--- src/sv/frm_pkg.sv ---
`timescale 1ns / 1ps
package frm_pkg;

  localparam int WINDOW_DEF = 64;
  localparam int RATE_SCALE = 256000;
  localparam int SLEEP_NUM = 1000;
  localparam int SLEEP_W = 10;
  localparam int SLEEP_CLAMP = 300;
  localparam int FPS_W = 24;
  localparam int FPS_ZERO = 999 * 256;
  localparam int STAMP_W = 64;
  localparam int CFG_IDX_W = 3;
  localparam int CFG_DATA_W = 8;

  typedef enum logic [CFG_IDX_W-1:0] {
    REG_CALC_MODE = 3'd0,
    REG_FG_MAX    = 3'd1,
    REG_BG_MAX    = 3'd2,
    REG_FG_RATE   = 3'd3,
    REG_BG_RATE   = 3'd4,
    REG_FG_REV    = 3'd5,
    REG_BG_REV    = 3'd6
  } reg_idx_t;

  typedef struct packed {
    logic accept;
    logic rd_prev;
    logic rd_first;
    logic wr;
    logic div_fps;
    logic div_slp;
    logic save_fps;
    logic latch_lim;
    logic save_slp;
    logic render_step;
    logic load_out;
  } frm_cmd_t;

  typedef struct packed {
    logic is_render;
    logic mwait;
    logic cap_zero;
    logic div_done;
    logic out_free;
  } frm_status_t;

endpackage

--- src/sv/frm_ctrl.sv ---
`timescale 1ns / 1ps
module frm_ctrl import frm_pkg::*; (
  input  logic        clk,
  input  logic        rst,
  input  logic        in_valid,
  output logic        in_ready,
  output logic        cfg_ready,
  input  frm_status_t status,
  output frm_cmd_t    cmd
);

  typedef enum logic [10:0] {
    S_IDLE     = 11'b00000000001,
    S_RD_PREV  = 11'b00000000010,
    S_RD_FIRST = 11'b00000000100,
    S_WR       = 11'b00000001000,
    S_FPS_LOAD = 11'b00000010000,
    S_FPS_DIV  = 11'b00000100000,
    S_LIMIT    = 11'b00001000000,
    S_SLP_DIV  = 11'b00010000000,
    S_SLP_SAVE = 11'b00100000000,
    S_RENDER   = 11'b01000000000,
    S_FIN      = 11'b10000000000
  } state_t;

  state_t state, state_next;

  assign in_ready  = (state == S_IDLE);
  assign cfg_ready = (state == S_IDLE);

  always_comb begin
    state_next = state;
    cmd = '0;
    case (state)
      S_IDLE: begin
        if (in_valid) begin
          cmd.accept = 1'b1;
          state_next = S_RD_PREV;
        end
      end
      S_RD_PREV: begin
        if (status.is_render) begin
          state_next = S_RENDER;
        end else begin
          cmd.rd_prev = 1'b1;
          state_next = S_RD_FIRST;
        end
      end
      S_RD_FIRST: begin
        cmd.rd_first = 1'b1;
        state_next = S_WR;
      end
      S_WR: begin
        cmd.wr = 1'b1;
        state_next = S_FPS_LOAD;
      end
      S_FPS_LOAD: begin
        cmd.div_fps = 1'b1;
        state_next = S_FPS_DIV;
      end
      S_FPS_DIV: begin
        if (status.div_done) begin
          cmd.save_fps = 1'b1;
          state_next = status.mwait ? S_FIN : S_LIMIT;
        end
      end
      S_LIMIT: begin
        cmd.latch_lim = 1'b1;
        if (status.cap_zero) begin
          state_next = S_FIN;
        end else begin
          cmd.div_slp = 1'b1;
          state_next = S_SLP_DIV;
        end
      end
      S_SLP_DIV: begin
        if (status.div_done) begin
          state_next = S_SLP_SAVE;
        end
      end
      S_SLP_SAVE: begin
        cmd.save_slp = 1'b1;
        state_next = S_FIN;
      end
      S_RENDER: begin
        cmd.render_step = 1'b1;
        state_next = S_FIN;
      end
      S_FIN: begin
        if (status.out_free) begin
          cmd.load_out = 1'b1;
          state_next = S_IDLE;
        end
      end
      default: state_next = S_IDLE;
    endcase
  end

  always_ff @(posedge clk) begin
    if (rst) begin
      state <= S_IDLE;
    end else begin
      state <= state_next;
    end
  end

endmodule

--- config.mk ---
export PLATFORM = sky130hd
export DESIGN_NAME = frm_ctrl
export DESIGN_NICKNAME = d
export VERILOG_FILES = /design/src/sv/frm_pkg.sv /design/src/sv/frm_ctrl.sv
export SDC_FILE = /design/constraint.sdc
export NUM_CORES = 1
export LEC_CHECK = 0
export ABC_AREA = 1
export BUFFER_PORTS_ARGS = -buffer_cell sky130_fd_sc_hd__buf_2
export CORE_MARGIN = 2
export CORE_UTILIZATION = 45
export DETAILED_ROUTE_END_ITERATION = 10
export GPL_TIMING_DRIVEN = 1
export MAX_ROUTING_LAYER = met4
export PLACE_DENSITY = 0.82
export SYNTH_ARGS = -nofsm -noshare
export SYNTH_HDL_FRONTEND = slang
export SYNTH_SLANG_ARGS = --single-unit
--- constraint.sdc ---
create_clock -name clk -period 1.26 [get_ports clk]
set_input_delay 0.126 -clock clk [delete_from_list [all_inputs] [get_ports clk]]
set_output_delay 0.126 -clock clk [all_outputs]
set_load 0.05 [all_outputs]
==> results.json, run 1 <==
{
  "outcome": "did not finish",
  "lastStage": "clock tree synthesis",
  "tool.error": "[ERROR DPL-0033] detailed placement checks failed during check placement.",
  "htree_levels": 1,
  "port_buffers": 20,
  "seq_area_frac_synth": 0.2895,
  "pin_count": 21,
  "place_inst": 184,
  "pre_cts_slack_ps": -202.5,
  "async_flop_share": 0,
  "syn_area_um2": 760.7,
  "cts_buffers": 3,
  "gp_congestion": 0.8486,
  "cts_resized": 61,
  "netlist_instances": 127,
  "clockRootBuffer": "clkbuf_4",
  "clockBufferDepth": 2,
  "holdBufCountCts": 0,
  "synth.distinct_cells": 20,
  "cts_setup_buffers": 12,
  "clock_sink_count": 11,
  "synth_seq_cells": 11,
  "synthesis.nets": 135,
  "rows": 14,
  "dpl.hpwl_um": 1661,
  "ys.flop_type": "dfxtp_1",
  "yosys_warnings": 0,
  "syn_avg_cell_area_um2": 5.990,
  "synth_edf_count": 0,
  "die_w_um": 45.12,
  "die_h_um": 45.12,
  "start_util": 0.4935
}
cell usage after synthesis, types with 2 or more instances:
library cell  number  area, um2
nand2_4            2      22.52
nor2_1            22      82.58
nor2_2             5      31.28
nor4_1             2      12.51
nand2_1           27      101.4
dfxtp_1           11      220.2
inv_2              2      7.510
nand3_1            9      45.04
inv_1             27      101.4
nor3_1             7      35.03
nand2_2            4      25.02
through the flow:
stage / area [um2] / hold slack, ps
after floorplan: 922.1 / 194.7
after global placement: 1192 / 337.3
after detailed placement: 1192 / 338.1
cell families after synthesis:
family                 share of synthesized area
AOI/OAI and AO/OA                        0.01315
buffers and inverters                     0.1579
DFF                                       0.2895
and+or+nand+nor                           0.5395
==> inputs of run 2 (changes only) <==
CORE_AREA = 2 2 63 65   (was not set)
CORE_MARGIN = not set   (was 2)
CORE_UTILIZATION = not set   (was 45)
DIE_AREA = 0 0 65 67   (was not set)
MAX_ROUTING_LAYER = not set   (was met4)
PLACE_DENSITY = not set   (was 0.82)
PLACE_DENSITY_LB_ADDON = 0.15   (was not set)
clock period = 1.64 ns   (was 1.26 ns; I/O delays follow)
==> run 2 against run 1 <==
Net effect:
- the flow now finishes without violations
- synthesized area unchanged
- synthesized cell count unchanged
==> results.json, run 2 <==
{
  "synth.distinct_cells": 20,
  "utilization": 0.2981,
  "netlist_instances": 127,
  "cts_tree": "yes",
  "syn_area_um2": 760.7,
  "nets": 159,
  "final_hold_viol_count": 0,
  "final_common_cell": "nand2_1",
  "drive_above_1_share": 0.3533,
  "hold_class": "primary input to flip-flop",
  "async_flop_share": 0,
  "die_h_um": 67,
  "critical_path_class": "flip-flop to output pin",
  "grt_start_max_net_pins": 10,
  "cap_violations": 0,
  "fin_ws_ps": 70.49,
  "worst_slew_pin_slew_ps": 333.7,
  "synth_seq_cells": 11,
  "skew_ps": 2.224,
  "pin_count": 21,
  "largest-register": "state",
  "core_mm2": 0.003606,
  "wl_per_cell_um": 9.364,
  "peakVddDrop_mv": 0.5822,
  "period_minus_slack_ps": 1570,
  "antenna_cells": 0,
  "grt_overflow": 0,
  "crit_required_ps": 1480,
  "rows": 22,
  "die_w_um": 65,
  "initialDrtViolationCount": 16,
  "cts_buffers": 3,
  "seq_area_frac_synth": 0.2895,
  "post-route-period-util": 0.9570,
  "clock_sink_count": 11,
  "grt_pass1_wl_um": 3049,
  "mostFrequentLayoutCells": "26 x nand2_1, 25 x inv_1, 15 x nor2_1",
  "crit_top_cell": "inv_1",
  "dpl.hpwl_um": 1533,
  "syn2layout_area_growth_pct": 41.28,
  "first_pass_iters": 4,
  "yosys-top-cells-count": "27 x inv_1, 27 x nand2_1, 22 x nor2_1, 11 x dfxtp_1, 9 x nand3_1",
  "synth.area.top_cells": "dfxtp_1 29%, inv_1 13%, nand2_1 13%",
  "start_util": 0.2110,
  "postRouteAntennaNets": 0,
  "routed_via_density": 3.914,
  "cp-start-kind": "flip-flop",
  "path_cells": "nor2_4 -> inv_1 -> nor2_1 -> nand2_1 -> inv_1 -> clkbuf_4",
  "cp.arrival_ps": 1410,
  "top_regs": "state x11",
  "clockBufferDepth": 2,
  "grt_pass1_vias": 713,
  "pre_cts_slack_ps": 160.7,
  "fillCellCount": 417,
  "finalNonFillerCells": 198,
  "clk_latency_ps": 230,
  "clockRootBuffer": "clkbuf_8",
  "synth_edf_count": 0,
  "slowest_delay_ps": 340,
  "p_leak_nw": 0.5699,
  "fmax_mhz": 637.1,
  "track_usage": 0.09350,
  "syn_avg_cell_area_um2": 5.990,
  "dieArea_mm2": 0.004355,
  "outcome": "complete, no violations",
  "place_inst": 194,
  "port_buffers": 20,
  "ys.flop_type": "dfxtp_1",
  "synthesis.nets": 135,
  "clk_pin_slew_ps": 50,
  "synth_top_area_share": 0.2895,
  "largest_reg_flops": 11,
  "slew_violations": 0,
  "cp_max_fo": 3,
  "htree_levels": 1,
  "rsz0062_at_grt": "yes",
  "yosys_warnings": 0,
  "synth_top_cell_by_area": "dfxtp_1",
  "drt-total-wl_um": 1854,
  "power.density_mw_per_mm2": 1609,
  "setup_viol": 0,
  "drc_errors": 0,
  "gp_congestion": 0.7455,
  "cp-end-kind": "output pin",
  "antenna_found_initial": 0,
  "power_mw": 1.729,
  "vias": 775,
  "cpMaxStageDelayCell": "dfxtp_1",
  "maxSlewHeadroom": 0.7752
}
-- run 2: cell counts after synthesis --
No cell type changed its count.
-- run 2: metrics by stage --
step	hold WS [ps]	TNS [ps]	area, um2
finish	139.2	0	1075
global route	138.9	-75.65	1075
CTS	140.5	-4.618	1003
detailed placement	390.6	0	930.9
global placement	388.4	0	930.9
floorplan	235.6	-327.7	778.2
-- run 2: repair_timing --
item / 4_1_cts / 5_1_grt
hold buffers: 0 / 0
resized for setup: 10 / 26
setup endpoints to repair: 8 / 13
pin swaps: 1 / 1
buffers inserted: 0 / 0
-- run 2: final timing paths --
check,startpoint,endpoint,slack (ps),cells after the start
min reg2reg,state[5],state[5],560,4
min,rst,state[6],140,2
max reg2reg,state[7],state[8],250,8
max,state[3],in_ready,70,6
-- run 2: power breakdown --
part           switching [mW]  total (mW)  internal, mW
sequential             0.0660       0.386         0.320
clock                  0.0967       0.267         0.170
combinational           0.745        1.08         0.331
-- run 2: cells by family (layout without fill, tap and decap cells) --
group,count (synthesis),in the layout,synth area share
AOI/OAI and AO/OA,2,2,0.01315
and+or+nand+nor,83,83,0.5395
buffers and inverters,31,54,0.1579
DFF,11,11,0.2895
-- run 2: area by class of cell --
type	instances	area (um2)	area share
timing repair buffer	20	147.6	0.1374
sequential	11	221.5	0.2061
clock buffer	4	45.04	0.04191
multi-input combinational	85	488.0	0.4540
tap	48	60.06	0.05588
inverter	30	112.6	0.1048
-- run 2: routing by layer --
metal / track usage / vias up / part of all wire
met5: 0 / - / 0
met4: 0.03191 / 0 / 0.0092
met3: 0.03041 / 2 / 0.038
met2: 0.1701 / 10 / 0.51
met1: 0.1014 / 335 / 0.44
li1: - / 428 / -
-- run 2: critical path: cells and delay by family, from the launching register on --
family / cells / cell delay, ps
flops: 1 / 340
buf+inv: 3 / 410
simple gates: 3 / 430
Power figures use the tool's default switching activity.
==> inputs of run 3 (changes only) <==
GPL_TIMING_DRIVEN = 0   (was 1)
==> run 3 against run 2 <==
Net effect:
- count of clock-buffer cells in the layout unchanged
- clock power up 4%
- utilization up 2.6 points
- final area up 8.6%
- global-route usage up 0.52 points
- sequential cell count unchanged
- die area unchanged
- setup slack worse by 33 ps
- final cell count up 3.0%
- register-to-register slack worse by 90 ps
- combinational power up 23%
- critical endpoint is now cmd[1]
- clock skew up 0.77 ps
- critical path type unchanged
==> results.json, run 3 (synthesis results as in run 2) <==
{
  "crit_top_cell": "nor2_4",
  "grt_pass1_wl_um": 3284,
  "clock_sink_count": 11,
  "drive_above_1_share": 0.4231,
  "slowest_delay_ps": 330,
  "placed_area_um2": 938.4,
  "rsz0062_at_grt": "yes",
  "netSwitchingFraction": 0.4932,
  "routed_via_density": 3.917,
  "clk_pin_slew_ps": 50,
  "worst_slew_pin_slew_ps": 362.5,
  "holdBufCountCts": 0,
  "critical_path_class": "flip-flop to output pin",
  "path_delay_family": "simple AND/OR/NAND/NOR gates",
  "top_regs": "state x11",
  "htree_levels": 1,
  "syn2layout_area_growth_pct": 53.45,
  "largest-register": "state",
  "drc_errors": 0,
  "pin_count": 21,
  "cts_buffers": 3,
  "peakVddDrop_mv": 0.6672,
  "p_comb_frac": 0.664,
  "holdWs_ps": 117.9,
  "initialDrtViolationCount": 20,
  "fin_ws_ps": 37.13,
  "gp_congestion": 0.7660,
  "antenna_found_initial": 0,
  "die_h_um": 67,
  "fillCellCount": 422,
  "cp-start-kind": "flip-flop",
  "cap_violations": 0,
  "fmax_mhz": 623.9,
  "mostFrequentLayoutCells": "24 x inv_1, 24 x nand2_1, 15 x nor2_1",
  "antenna_cells": 0,
  "setup_viol": 0,
  "slew_violations": 0,
  "dieArea_mm2": 0.004355,
  "cts_tree": "yes",
  "cp.arrival_ps": 1440,
  "utilization": 0.3237,
  "nets": 165,
  "postRouteAntennaNets": 0,
  "cp-end-kind": "output pin",
  "post-route-period-util": 0.9774,
  "hold_class": "primary input to flip-flop",
  "rows": 22,
  "cp_max_fo": 2,
  "dpl.hpwl_um": 1503,
  "maxSlewHeadroom": 0.7558,
  "critPathBufInv": 2,
  "power_switching_mw": 0.9895,
  "skew_ps": 2.996,
  "path_cells": "nor2_4 -> nand2_4 -> nor2_4 -> inv_2 -> nor4_4 -> buf_6",
  "vias": 799,
  "grt_pass1_vias": 773,
  "clockRootBuffer": "clkbuf_8",
  "wl_per_cell_um": 9.324,
  "power_frac_clock": 0.138,
  "p_seq_frac": 0.198,
  "p_int_mw": 1.017,
  "power.density_mw_per_mm2": 1719,
  "final_hold_viol_count": 0,
  "outcome": "complete, no violations",
  "first_pass_iters": 4,
  "clockBufferDepth": 2,
  "pre_cts_slack_ps": 149.1,
  "start_util": 0.2110,
  "seqCellArea_um2": 230.2,
  "track_usage": 0.09872,
  "fin_area_mm2": 0.001167,
  "multi_input_area_um2": 511.7,
  "drt-total-wl_um": 1902,
  "largest_reg_flops": 11,
  "crit_required_ps": 1480,
  "core_mm2": 0.003606,
  "port_buffers": 20,
  "die_w_um": 65,
  "clk_latency_ps": 240,
  "period_minus_slack_ps": 1603,
  "grt_overflow": 0,
  "grt_start_max_net_pins": 10,
  "cpMaxStageDelayCell": "dfxtp_2",
  "p_leak_nw": 0.6085
}
[run 3: power groups by stage]
stage	sequential [mW]	combinational [mW]	clock [mW]
5_1_grt	0.409	1.46	0.301
3_3_place_gp	0.370	1.02	0
6_report	0.398	1.33	0.277
2_1_floorplan	0.362	0.839	0
4_1_cts	0.371	1.12	0.286
3_5_place_dp	0.372	1.02	0
[run 3: final cells by class]
| type | count | share of cell area |
|---|---|---|
| multi-input cells | 85 | 0.4384 |
| plain buffers | 1 | 0.009646 |
| repair buffers | 25 | 0.1683 |
| well taps | 48 | 0.05145 |
| inverters | 30 | 0.09646 |
| clock buffers | 4 | 0.03859 |
| flip-flops and latches | 11 | 0.1972 |
[run 3: path summary, 6_finish.rpt]
kind                            cells after the start  startpoint  slack (ps)        to
worst max register to register                     11   state[10]         160  state[7]
worst min register to register                      4    state[5]         540  state[5]
worst min-delay path                                2         rst         120  state[6]
worst max-delay path                                6    state[1]          40    cmd[1]
[run 3: routing by layer]
metal	part of all wire	global-route usage
met1	0.47	0.1162
met2	0.48	0.1701
met5	0	0
met4	0.0068	0.02394
met3	0.038	0.03547
[run 3: what timing repair did]
item,4_1_cts,5_1_grt
setup buffers,1,4
endpoints found under the hold margin,0,0
setup endpoints to repair,9,16
gates resized for setup,12,42
pin swaps,1,10
[run 3: through the flow]
| step | instances | total power, mW | TNS (ps) |
|---|---|---|---|
| after global routing | 204 | 2.171 | -77.91 |
| final | 204 | 2.006 | 0 |
| after global placement | 195 | 1.393 | 0 |
| after floorplan | 127 | 1.201 | -327.7 |
| after CTS | 200 | 1.776 | 0 |
| after detailed placement | 195 | 1.393 | 0 |
[run 3: worst register-to-register path: stages (launching register included)]
cell and delay [ps]:
dfxtp_4 370, nor2_4 120, nand2_4 80, nor2_4 180, buf_4 140, nand3_2 70
nand2_2 120, inv_2 50, nand2_4 80, nand2_1 50, nand2_1 70, nor2_2 40
